===== src/hw/rtl/ewss_pkg.sv =====
// shared constants, types and lookup functions for the steering selector
// used by eight_way_steering_selector_core; no dependencies
package ewss_pkg;

    // coordinate width taken from each position port
    localparam int COORD_BITS = 12;
    // map size register width
    localparam int SIZE_BITS = 13;
    // signed delta width, wide enough for a difference plus one fold
    localparam int D_BITS = ((COORD_BITS > SIZE_BITS) ? COORD_BITS : SIZE_BITS) + 2;
    // magnitude width after abs
    localparam int A_BITS = D_BITS - 1;
    // product width for the 100 and 241 ratio test
    localparam int P_BITS = A_BITS + 8;
    // config port index width
    localparam int CFG_IDX_BITS = 2;

    // config register indexes
    localparam logic [CFG_IDX_BITS-1:0] REG_MAP_WIDTH  = 2'd0;
    localparam logic [CFG_IDX_BITS-1:0] REG_MAP_HEIGHT = 2'd1;

    // reset map size
    localparam logic [SIZE_BITS-1:0] MAP_SIZE_RESET = 13'd128;

    // ratio test weights
    localparam logic [7:0] RATIO_LO = 8'd100;
    localparam logic [7:0] RATIO_HI = 8'd241;

    // request types
    typedef enum logic [1:0] {
        REQ_SEEK   = 2'd0,
        REQ_ESCAPE = 2'd1,
        REQ_ROTATE = 2'd2
    } t_req;

    // directions, clockwise from top-left
    localparam logic [3:0] DIR_TL   = 4'd0;
    localparam logic [3:0] DIR_T    = 4'd1;
    localparam logic [3:0] DIR_TR   = 4'd2;
    localparam logic [3:0] DIR_R    = 4'd3;
    localparam logic [3:0] DIR_BR   = 4'd4;
    localparam logic [3:0] DIR_B    = 4'd5;
    localparam logic [3:0] DIR_BL   = 4'd6;
    localparam logic [3:0] DIR_L    = 4'd7;
    localparam logic [3:0] DIR_NONE = 4'd8;

    // search offsets around the seek candidate
    function automatic logic [2:0] seek_offset(input logic [2:0] k);
        logic [2:0] off;
        case (k)
            3'd0: off = 3'd0;
            3'd1: off = 3'd1;
            3'd2: off = 3'd7;
            3'd3: off = 3'd2;
            3'd4: off = 3'd6;
            3'd5: off = 3'd3;
            3'd6: off = 3'd5;
            default: off = 3'd4;
        endcase
        return off;
    endfunction

    // quantized direction from the sign pair of the step
    function automatic logic [3:0] quant_dir(input logic signed [1:0] cy,
                                             input logic signed [1:0] cx);
        logic [3:0] d;
        case ({cy, cx})
            4'b11_11: d = DIR_TL;
            4'b11_00: d = DIR_T;
            4'b11_01: d = DIR_TR;
            4'b00_11: d = DIR_L;
            4'b00_01: d = DIR_R;
            4'b01_11: d = DIR_BL;
            4'b01_00: d = DIR_B;
            4'b01_01: d = DIR_BR;
            default:  d = DIR_NONE;
        endcase
        return d;
    endfunction

    // horizontal step of a direction
    function automatic logic signed [1:0] dir_dx(input logic [3:0] d);
        logic signed [1:0] s;
        case (d)
            DIR_TL, DIR_BL, DIR_L: s = -2'sd1;
            DIR_TR, DIR_R, DIR_BR: s = 2'sd1;
            default:               s = 2'sd0;
        endcase
        return s;
    endfunction

    // vertical step of a direction
    function automatic logic signed [1:0] dir_dy(input logic [3:0] d);
        logic signed [1:0] s;
        case (d)
            DIR_TL, DIR_T, DIR_TR: s = -2'sd1;
            DIR_BR, DIR_B, DIR_BL: s = 2'sd1;
            default:               s = 2'sd0;
        endcase
        return s;
    endfunction

endpackage


===== src/hw/rtl/eight_way_steering_selector_core.sv =====
// eight-direction steering selector pipeline
// depends on ewss_pkg for widths, codes and direction tables
//
// Usage
//   Input channel: i_valid with request fields, o_stall back to the sender.
//   A transaction moves at a rising edge with i_valid high and o_stall low.
//   Output channel: o_valid with result fields, i_stall from the receiver.
//   Config channel: i_cfg_valid, i_cfg_index, i_cfg_data, o_cfg_ready
//   (always high); index 0 is map width, index 1 map height, other indexes
//   are ignored. Write the map size only while no request is in flight.
// Throughput and stages
//   One request per cycle sustained while the output is not stalled.
//   Stages: delta, wrap fold, abs and constant multiplies, ratio test and
//   quantize, ordered search over the free mask into the output register.
// Reset and stall
//   Synchronous active-low reset clears all stage valids and sets both map
//   sizes to 128. While the output is valid and i_stall is high the whole
//   pipeline holds and o_stall is raised; nothing is dropped or repeated.
module eight_way_steering_selector_core
    import ewss_pkg::*;
(
    input  logic                    i_clk,
    input  logic                    i_rst_n,
    // request channel
    input  logic                    i_valid,
    output logic                    o_stall,
    input  logic [1:0]              i_req_type,
    input  logic [COORD_BITS-1:0]   i_pos_x,
    input  logic [COORD_BITS-1:0]   i_pos_y,
    input  logic [COORD_BITS-1:0]   i_target_x,
    input  logic [COORD_BITS-1:0]   i_target_y,
    input  logic [3:0]              i_start_direction,
    input  logic [8:0]              i_free_mask,
    // result channel
    output logic                    o_valid,
    input  logic                    i_stall,
    output logic [3:0]              o_chosen_direction,
    output logic signed [1:0]       o_step_dx,
    output logic signed [1:0]       o_step_dy,
    output logic                    o_blocked,
    // config channel
    input  logic                    i_cfg_valid,
    output logic                    o_cfg_ready,
    input  logic [CFG_IDX_BITS-1:0] i_cfg_index,
    input  logic [SIZE_BITS-1:0]    i_cfg_data
);

    // pipeline advance
    logic en;
    assign en      = !(o_valid && i_stall);
    assign o_stall = !en;

    // config registers
    logic [SIZE_BITS-1:0] r_map_width;
    logic [SIZE_BITS-1:0] r_map_height;

    assign o_cfg_ready = 1'b1;

    always_ff @(posedge i_clk) begin
        if (!i_rst_n) begin
            r_map_width  <= MAP_SIZE_RESET;
            r_map_height <= MAP_SIZE_RESET;
        end else if (i_cfg_valid) begin
            if (i_cfg_index == REG_MAP_WIDTH) begin
                r_map_width <= i_cfg_data;
            end
            if (i_cfg_index == REG_MAP_HEIGHT) begin
                r_map_height <= i_cfg_data;
            end
        end
    end

    // stage valids
    logic r_v1, r_v2, r_v3, r_v4, r_v5;

    always_ff @(posedge i_clk) begin
        if (!i_rst_n) begin
            r_v1 <= 1'b0;
            r_v2 <= 1'b0;
            r_v3 <= 1'b0;
            r_v4 <= 1'b0;
            r_v5 <= 1'b0;
        end else if (en) begin
            r_v1 <= i_valid;
            r_v2 <= r_v1;
            r_v3 <= r_v2;
            r_v4 <= r_v3;
            r_v5 <= r_v4;
        end
    end

    // stage 1: request decode and raw delta
    logic                     n_rot1;
    logic [3:0]               n_start1;
    logic signed [D_BITS-1:0] n_dx1, n_dy1;
    logic                     r_rot1, r_rot2, r_rot3, r_rot4;
    logic [3:0]               r_start1, r_start2, r_start3;
    logic [8:0]               r_mask1, r_mask2, r_mask3, r_mask4, r_mask5;
    logic signed [D_BITS-1:0] r_dx1, r_dy1;

    always_comb begin
        logic signed [D_BITS-1:0] px, py, tx, ty;
        px = $signed({{(D_BITS-COORD_BITS){1'b0}}, i_pos_x});
        py = $signed({{(D_BITS-COORD_BITS){1'b0}}, i_pos_y});
        tx = $signed({{(D_BITS-COORD_BITS){1'b0}}, i_target_x});
        ty = $signed({{(D_BITS-COORD_BITS){1'b0}}, i_target_y});
        n_start1 = (i_start_direction > DIR_NONE) ? DIR_NONE : i_start_direction;
        case (i_req_type)
            REQ_SEEK: begin
                n_rot1 = 1'b0;
                n_dx1  = tx - px;
                n_dy1  = ty - py;
            end
            REQ_ESCAPE: begin
                n_rot1 = 1'b0;
                n_dx1  = px - tx;
                n_dy1  = py - ty;
            end
            default: begin
                n_rot1 = 1'b1;
                n_dx1  = tx - px;
                n_dy1  = ty - py;
            end
        endcase
    end

    always_ff @(posedge i_clk) begin
        if (en) begin
            r_rot1   <= n_rot1;
            r_start1 <= n_start1;
            r_mask1  <= i_free_mask;
            r_dx1    <= n_dx1;
            r_dy1    <= n_dy1;
        end
    end

    // stage 2: wrap fold into half the map size
    function automatic logic signed [D_BITS-1:0] fold(input logic signed [D_BITS-1:0] d,
                                                      input logic [SIZE_BITS-1:0] size);
        logic signed [D_BITS-1:0] sz, half, res;
        sz   = $signed({{(D_BITS-SIZE_BITS){1'b0}}, size});
        half = $signed({{(D_BITS-SIZE_BITS+1){1'b0}}, size[SIZE_BITS-1:1]});
        if (d > half) begin
            res = d - sz;
        end else if (d < -half) begin
            res = d + sz;
        end else begin
            res = d;
        end
        return res;
    endfunction

    logic signed [D_BITS-1:0] r_dx2, r_dy2;

    always_ff @(posedge i_clk) begin
        if (en) begin
            r_rot2   <= r_rot1;
            r_start2 <= r_start1;
            r_mask2  <= r_mask1;
            r_dx2    <= fold(r_dx1, r_map_width);
            r_dy2    <= fold(r_dy1, r_map_height);
        end
    end

    // stage 3: signs, magnitudes and constant products
    function automatic logic signed [1:0] sgn(input logic signed [D_BITS-1:0] v);
        logic signed [1:0] s;
        if (v > 0) begin
            s = 2'sd1;
        end else if (v < 0) begin
            s = -2'sd1;
        end else begin
            s = 2'sd0;
        end
        return s;
    endfunction

    function automatic logic [A_BITS-1:0] absv(input logic signed [D_BITS-1:0] v);
        logic signed [D_BITS-1:0] a;
        a = (v < 0) ? -v : v;
        return a[A_BITS-1:0];
    endfunction

    logic [A_BITS-1:0]  n_ax3, n_ay3;
    logic signed [1:0]  r_sx3, r_sy3;
    logic [P_BITS-1:0]  r_ax_lo3, r_ax_hi3, r_ay_lo3, r_ay_hi3;

    assign n_ax3 = absv(r_dx2);
    assign n_ay3 = absv(r_dy2);

    always_ff @(posedge i_clk) begin
        if (en) begin
            r_rot3   <= r_rot2;
            r_start3 <= r_start2;
            r_mask3  <= r_mask2;
            r_sx3    <= sgn(r_dx2);
            r_sy3    <= sgn(r_dy2);
            r_ax_lo3 <= {8'd0, n_ax3} * {{A_BITS{1'b0}}, RATIO_LO};
            r_ax_hi3 <= {8'd0, n_ax3} * {{A_BITS{1'b0}}, RATIO_HI};
            r_ay_lo3 <= {8'd0, n_ay3} * {{A_BITS{1'b0}}, RATIO_LO};
            r_ay_hi3 <= {8'd0, n_ay3} * {{A_BITS{1'b0}}, RATIO_HI};
        end
    end

    // stage 4: ratio test and search base
    logic [3:0] n_base4, r_base4;

    always_comb begin
        logic signed [1:0] cx, cy;
        if (r_ax_lo3 > r_ay_hi3) begin
            cx = r_sx3;
            cy = 2'sd0;
        end else if (r_ay_lo3 > r_ax_hi3) begin
            cx = 2'sd0;
            cy = r_sy3;
        end else begin
            cx = r_sx3;
            cy = r_sy3;
        end
        n_base4 = r_rot3 ? r_start3 : quant_dir(cy, cx);
    end

    always_ff @(posedge i_clk) begin
        if (en) begin
            r_rot4   <= r_rot3;
            r_base4  <= n_base4;
            r_mask4  <= r_mask3;
        end
    end

    // stage 5: ordered search over the free mask
    logic [3:0]        n_dir5;
    logic              n_found5;
    logic [3:0]        r_dir5;
    logic signed [1:0] r_dx5, r_dy5;
    logic              r_blocked5;

    always_comb begin
        logic [3:0] tries [8];
        logic [2:0] off;
        for (int k = 0; k < 8; k++) begin
            off = r_rot4 ? 3'(k) : seek_offset(3'(k));
            tries[k] = (k == 0) ? r_base4 : {1'b0, r_base4[2:0] + off};
        end
        n_found5 = 1'b0;
        n_dir5   = DIR_NONE;
        for (int k = 7; k >= 0; k--) begin
            if (r_mask4[tries[k]]) begin
                n_found5 = 1'b1;
                n_dir5   = tries[k];
            end
        end
    end

    always_ff @(posedge i_clk) begin
        if (en) begin
            r_dir5     <= n_dir5;
            r_dx5      <= dir_dx(n_dir5);
            r_dy5      <= dir_dy(n_dir5);
            r_blocked5 <= !n_found5;
            r_mask5    <= r_mask4;
        end
    end

    assign o_valid            = r_v5;
    assign o_chosen_direction = r_dir5;
    assign o_step_dx          = r_dx5;
    assign o_step_dy          = r_dy5;
    assign o_blocked          = r_blocked5;

    // a blocked result always reports none with a zero step
    a_blocked_none: assert property (@(posedge i_clk) disable iff (!i_rst_n)
        o_valid && o_blocked |->
            o_chosen_direction == DIR_NONE && o_step_dx == 0 && o_step_dy == 0)
        else $error("blocked result without none direction");

    // a chosen direction was free in the mask of that request
    a_chosen_free: assert property (@(posedge i_clk) disable iff (!i_rst_n)
        o_valid && !o_blocked |-> r_mask5[o_chosen_direction])
        else $error("chosen direction not free");

    // a real direction always moves
    a_dir_moves: assert property (@(posedge i_clk) disable iff (!i_rst_n)
        o_valid && o_chosen_direction != DIR_NONE |-> o_step_dx != 0 || o_step_dy != 0)
        else $error("direction with zero step");

    // a stalled result holds through the pipeline freeze
    a_stall_hold: assert property (@(posedge i_clk) disable iff (!i_rst_n)
        o_valid && i_stall |=> o_valid && $stable(o_chosen_direction) && $stable(o_blocked))
        else $error("stalled result changed");

endmodule

===== config.mk =====
export PLATFORM = sky130hd
export DESIGN_NAME = eight_way_steering_selector_core
export DESIGN_NICKNAME = d
export VERILOG_FILES = /design/src/hw/rtl/ewss_pkg.sv /design/src/hw/rtl/eight_way_steering_selector_core.sv
export SDC_FILE = /design/constraint.sdc
export NUM_CORES = 1
export LEC_CHECK = 0
export ABC_AREA = 1
export ABC_CLOCK_PERIOD_IN_PS = 14150
export BUFFER_PORTS_ARGS = -buffer_cell sky130_fd_sc_hd__buf_2
export CELL_PAD_IN_SITES_DETAIL_PLACEMENT = 1
export CELL_PAD_IN_SITES_GLOBAL_PLACEMENT = 2
export CORE_MARGIN = 2
export CORE_UTILIZATION = 40
export DETAILED_ROUTE_END_ITERATION = 8
export PLACE_DENSITY_LB_ADDON = 0.12
export REMOVE_ABC_BUFFERS = 1
export SLEW_MARGIN = 10
export SYNTH_ARGS = -nofsm -noshare
export SYNTH_HDL_FRONTEND = slang
export SYNTH_SLANG_ARGS = --single-unit

===== constraint.sdc =====
create_clock -name i_clk -period 14.15 [get_ports i_clk]
set_input_delay 2.83 -clock i_clk [delete_from_list [all_inputs] [get_ports i_clk]]
set_output_delay 2.83 -clock i_clk [all_outputs]
set_load 0.005 [all_outputs]

==> results of run 1 <==
## stage by stage
stage          hold WS, ns  util, %  instance area (sq um)  worst slack (ns)
6_report            0.4171    44.60                  25240             7.176
3_5_place_dp        0.4061    42.84                  24250             7.137
4_1_cts             0.4173    44.60                  25240             7.130
3_3_place_gp        0.4005    42.84                  24250             7.171
5_1_grt             0.4239    44.60                  25240             7.003
2_1_floorplan       0.4003        -                  22800             3.476
## registers in the layout, summed over array words and instances (netlist names), 4 cells and up
| signal | cells |
|---|---|
| r_map_height | 13 |
| r_ay_lo3 | 16 |
| r_mask1 | 9 |
| r_dy2 | 15 |
| r_mask3 | 9 |
| o_chosen_direction | 4 |
| r_ax_hi3 | 22 |
| r_base4 | 4 |
| r_ax_lo3 | 16 |
| r_dx2 | 15 |
| r_start3 | 4 |
| r_start1 | 4 |
| r_mask4 | 9 |
| r_ay_hi3 | 22 |
| r_map_width | 13 |
| r_start2 | 4 |
| r_dx1 | 13 |
| r_dy1 | 13 |
| r_mask2 | 9 |
## kinds of logic (layout without fill, tap and decap cells)
group / count (synthesis) / in the layout
xor gates and xnor gates: 181 / 181
AOI/OAI and AO/OA: 456 / 456
adders and majority gates: 464 / 464
DFF: 232 / 232
other: 1 / 1
and+or+nand+nor: 858 / 858
muxes: 6 / 6
buffers and inverters: 534 / 639
## area by class of cell
cell class              instances  area [sq um]
clock buffers                  37         775.7
well taps                     756         945.9
inverters                     491          1843
multi-input cells            1966         14310
flip-flops and latches        232          6656
fillers                      6798         31360
repair buffers                 97         495.5
clock inverters                14         217.7
## worst paths after layout
path / end / slack [ns] / cells past startpoint
setup reg to reg: r_ax_hi3[21] / 7.90 / 24
setup / recovery: o_stall / 7.18 / 4
hold / removal: r_mask4[4] / 0.42 / 0
hold reg to reg: r_mask4[4] / 0.42 / 0
## layer usage
| layer | vias up | part of all wire [%] | track usage (%) |
|---|---|---|---|
| met5 | - | 0.082 | 0 |
| met4 | 8 | 1.5 | 3.659 |
| met3 | 67 | 2.7 | 2.203 |
| met2 | 189 | 51 | 36.65 |
| met1 | 8655 | 45 | 24.40 |
| li1 | 9205 | - | - |
## cell usage in the layout, fill, tap and decap left out, drive strengths merged, types with 2 or more instances in the layout
master / synthesis / routed
clkbuf: 28 / 37
fa: 81 / 81
o22ai: 8 / 8
o31ai: 16 / 16
a31oi: 5 / 5
xnor2: 36 / 36
o21bai: 17 / 17
nand4: 21 / 21
clkinv: 3 / 11
bufinv: 0 / 6
nand3b: 8 / 8
nand2: 512 / 512
nor3: 32 / 32
o221ai: 2 / 2
nor4: 7 / 7
a221oi: 12 / 12
nor2: 151 / 151
ha: 383 / 383
o21a: 3 / 3
o21ai: 138 / 138
or2: 6 / 6
a21oi: 210 / 210
o41ai: 2 / 2
o2111ai: 4 / 4
o211ai: 21 / 21
a22oi: 4 / 4
xor2: 145 / 145
a21o: 4 / 4
buf: 15 / 97
inv: 488 / 488
edfxtp: 201 / 201
nor3b: 2 / 2
or3: 2 / 2
nand3: 114 / 114
a21boi: 8 / 8
dfxtp: 31 / 31
mux2i: 6 / 6
==> key figures, run 1 <==
STA
  – Fmax: around 140 MHz
  – Crit path time final: 6.974 ns
  – Pins Over Slew Limit: 0
  – Final setup fails: 0
  – Period utilization: between 40% and 50%
  – RSZ-0062 raised after global routing: no
  – Final hold violations: 0
  – Slew headroom: 29.66%
  – Sum Neg Setup Slack: 0 ns
  – Slew @ Worst Pin: ~1.1 ns
  – Fin Clk Skew: 0.01528 ns

Critical path
  – Most used cell, CP: buf_2
  – Setup crit end kind: output pin
  – Max FO, Critical Path: 75
  – Worst R2R Start: r_dx2[0]
  – CP peak stage delay: slightly above 0.7 ns
  – Cells along the critical path: buf_2, nand2_4, inv_1, buf_2
  – Crit path from: i_stall
  – Critical path class: in -> out
  – CP top delay family: simple AND/OR/NAND/NOR gates
  – Critical-path cell with the highest stage delay: nand2_4
  – Crit path buffers/inverters: 3
  – Required time at the worst-slack endpoint: 11.32 ns
  – Setup crit start kind: primary input
  – Worst endpoint data arrival time: 4.14 ns

Synth
  – Asr flop ratio synth: 0%
  – Number of flops mapped to enable cells by yosys: 201
  – Prevailing post-synth register cell: edfxtp_1
  – Yosys cell types: 56
  – Synth Area in Compound Gates: 11.26%
  – Seq/Total Area, Yosys: 28.94%
  – Largest family of logic cells by synthesized area: adder cells
  – Most common library cells after synthesis: 497 x nand2_1, 479 x inv_1, 383 x ha_1, 206 x a21oi_1, 201 x edfxtp_1
  – Mux contribution to synthesized area: 0.2611%
  – Yosys top cell area share: approximately a quarter
  – Register bit total from synthesis: 232
  – Synth area leader: edfxtp_1
  – Post-synthesis simple-gate area fraction: 15.70%
  – Syn Area/Cell: 8.420 sq um
  – XOR/XNOR share of the synthesized area: 7.054%
  – Cell count after synthesis: between 2000 and 3000
  – Adder-cell share of the synthesized area: between 20% and 30%
  – Syn. warnings: 0
  – Main area contributors after synthesis: edfxtp_1 26%, ha_1 21%, nand2_1 8.1%
  – Mapped Area: 23000 sq um
  – Most frequent cell after synthesis: nand2_1

Placed design
  – DPL Wire Length: 48960 um
  – Port bufs: 93
  – GPL Wtd Cong: 0.8507
  – Inst Count DP: around 3500

Detailed routing
  – Initial drt markers: about 580
  – DR vias: 18120
  – Wirelength, routed: 58450 um
  – Pre-Repair DR Iteration Count: 4
  – Routed len/inst: 16.27 um
  – Vias per cell: a little over 5
  – Final ANT Viol Nets: 0
  – Residual DRC count: 0

Global route
  – Largest net degree at the start of global routing: 76
  – GRT Util Overall: 19.66%
  – Remaining Overflow, GRT: 0
  – First-pass GRT wire length: 96070 um
  – Initial antenna violation count: 4
  – Vias in the first global route: 19470

Floorplan
  – Row Count: just under 90
  – Core area: about 57000 sq um
  – Initial Utilization: around two fifths
  – Top Ports: 95
  – Die H: 243.8 um
  – Die area: 59450 sq um
  – Chip width: 243.8 um

Clock tree
  – H-tree level count: 1
  – CTS clk-pin slew, worst paths: roughly 0.06 ns
  – # clock sinks: 232
  – CTS root buf: clkbuf_16
  – Count of hold buffers inserted by post-cts repair: 0
  – Clock Latency Late Sink: between 0.5 and 0.6 ns
  – Total CTS buffers: 28
  – TritonCTS clock tree: built
  – CTS max path bufs: 3
  – Postcts setup bufs: 0
  – Post-CTS Resized: 0

Final layout
  – Share of cells above drive strength 1: 6.486%
  – Finished Layout Cells: 3593
  – N_diodes: 0
  – Area grow syn2layout: 9.736%
  – Post-layout nets: 3363

Job
  – # Max-Cap Violations: 0

Worst hold path
  – Min-Delay Path Class: reg -> reg
  – Worst min-delay path startpoint: r_mask3[4]

Status
  – Status: complete, no violations
Power of run 1 is left out: the tool's default activity adds up to more than one toggle a clock period on the data nets, which glitch-free logic cannot reach.
==> run 2: changes to the inputs <==
--- a/config.mk
+++ b/config.mk
@@ -6,12 +6,12 @@
 export NUM_CORES = 1
 export LEC_CHECK = 0
 export ABC_AREA = 1
-export ABC_CLOCK_PERIOD_IN_PS = 14150
+export ABC_CLOCK_PERIOD_IN_PS = 5600
 export BUFFER_PORTS_ARGS = -buffer_cell sky130_fd_sc_hd__buf_2
 export CELL_PAD_IN_SITES_DETAIL_PLACEMENT = 1
 export CELL_PAD_IN_SITES_GLOBAL_PLACEMENT = 2
 export CORE_MARGIN = 2
-export CORE_UTILIZATION = 40
+export CORE_UTILIZATION = 36
 export DETAILED_ROUTE_END_ITERATION = 8
 export PLACE_DENSITY_LB_ADDON = 0.12
 export REMOVE_ABC_BUFFERS = 1
==> constraint.sdc (replaced) <==
create_clock -name i_clk -period 5.6 [get_ports i_clk]
set_input_delay 1.12 -clock i_clk [delete_from_list [all_inputs] [get_ports i_clk]]
set_output_delay 1.12 -clock i_clk [all_outputs]
set_load 0.005 [all_outputs]
==> run 2 against run 1 <==
Effect of this change: non-clock buffer count rose by 21; highest routed layer unchanged; setup slack worse by 6.8 ns; utilization shrank 4.0 points; final cell count is 3.4% higher; largest cell class unchanged; critical path type is now reg -> reg.
==> key figures, run 2 (same netlist as run 1, synthesis figures left out) <==
Status
  – Status: complete, no violations

Floorplan
  – Die area: 65940 sq um
  – Row Count: between 90 and 100
  – Top Ports: 95
  – Die H: between 200 and 300 um
  – Initial Utilization: approximately 36%
  – Core area: 63080 sq um
  – Chip width: about 260 um

Detailed routing
  – Initial drt markers: 557
  – Wirelength, routed: approximately 61000 um
  – Pre-Repair DR Iteration Count: 4
  – Final ANT Viol Nets: 0
  – Residual DRC count: 0
  – Vias per cell: 4.902
  – DR vias: 18210
  – Routed len/inst: 16.42 um

STA
  – Slew headroom: 33.09%
  – Pins Over Slew Limit: 0
  – Fin Clk Skew: 0.03369 ns
  – Sum Neg Setup Slack: 0 ns
  – Period utilization: 93.32%
  – Slew @ Worst Pin: about 1.0 ns
  – Crit path time final: 5.226 ns
  – Final hold violations: 0
  – RSZ-0062 raised after global routing: no
  – Fmax: about 190 MHz
  – Final setup fails: 0
  – Hold slack: 0.4111 ns

Critical path
  – Setup crit start kind: flip-flop
  – Crit path buffers/inverters: 8
  – Critical-path cell with the highest stage delay: fa_1
  – Max FO, Critical Path: 6
  – Setup crit end kind: flip-flop
  – Most used cell, CP: inv_1
  – CP peak stage delay: 0.54 ns
  – Required time at the worst-slack endpoint: 5.93 ns
  – CP top delay family: adder cells
  – Critical path class: reg -> reg
  – Worst endpoint data arrival time: between 5 and 6 ns

Global route
  – Vias in the first global route: approximately 20000
  – First-pass GRT wire length: between 100000 and 150000 um
  – Largest net degree at the start of global routing: around 180
  – Remaining Overflow, GRT: 0
  – GRT Util Overall: roughly 19%
  – Initial antenna violation count: 9

Clock tree
  – Clock Latency Late Sink: 0.59 ns
  – CTS root buf: clkbuf_16
  – CTS max path bufs: 3
  – CTS clk-pin slew, worst paths: around 0.07 ns
  – TritonCTS clock tree: built
  – Total CTS buffers: 31
  – # clock sinks: about 230
  – H-tree level count: 1

Worst hold path
  – Min-Delay Path Class: reg -> reg

Final layout
  – Area grow syn2layout: 11.41%
  – Most common cell after layout, fill and taps aside: nand2_1
  – Post-layout nets: 3387
  – Commonest non-fill, non-tap cells in the layout: 495 x nand2_1, 477 x inv_1, 381 x ha_1, 205 x a21oi_1, 201 x edfxtp_1
  – Biggest regs: r_ax_hi3 x22, r_ay_hi3 x22
  – Share of cells above drive strength 1: 7.821%

Placed design
  – GPL Wtd Cong: 0.8646
  – DPL Wire Length: 51290 um
  – Port bufs: 93

Job
  – # Max-Cap Violations: 0
==> run 2: changes by cell type in the layout (fill, tap and decap cells not counted), sizes merged, moves of 2 or more <==
cell	change
buf	+21
diode	+5
clkinvlp	+5
bufinv	-2
==> run 2: final timing paths <==
check,startpoint,to,slack (ns),depth (start not counted)
hold reg to reg,r_mask3[3],r_mask4[3],0.41,0
hold / removal,r_mask3[3],r_mask4[3],0.41,0
setup reg to reg,r_dy2[1],r_ay_hi3[21],0.37,27
setup / recovery,r_dy2[1],r_ay_hi3[21],0.37,27
==> run 2: metal layers <==
metal / vias to the layer above / GRT usage, % / share of wire (%)
met3: 74 / 2.125 / 2.6
met2: 170 / 34.33 / 51
li1: 9262 / - / -
met1: 8696 / 22.99 / 45
met5: - / 0 / 0.092
met4: 8 / 3.908 / 1.8
==> run 2: cell type report <==
class                           count  area (sq um)
Fill cell                        7637         37450
Timing Repair Buffer              118         665.6
Clock buffer                       38         802.0
Clock inverter                     19         215.2
Sequential cell                   232          6656
Tap cell                          846          1059
Multi-Input combinational cell   1966         14380
Antenna cell                        5         12.51
Inverter                          491          1843
==> run 2: through the flow <==
stage	util, %	instance area [sq um]	std cells	worst slack [ns]
floorplan	-	22800	2689	-1.654
global placement	38.86	24510	3650	0.2224
detailed placement	38.86	24510	3650	0.08514
CTS	40.47	25530	3707	0.07169
global route	40.62	25620	3712	0.004892
finish	40.63	25630	3715	0.3743
==> run 2: timing repair <==
item / 4_1_cts / 5_1_grt
resized for setup: 0 / 16
hold buffers: 0 / 0
endpoints found under the hold margin: 0 / 0
setup endpoints to repair: 0 / 12
buffers inserted: 0 / 3
Power of run 2 is left out for the same reason.
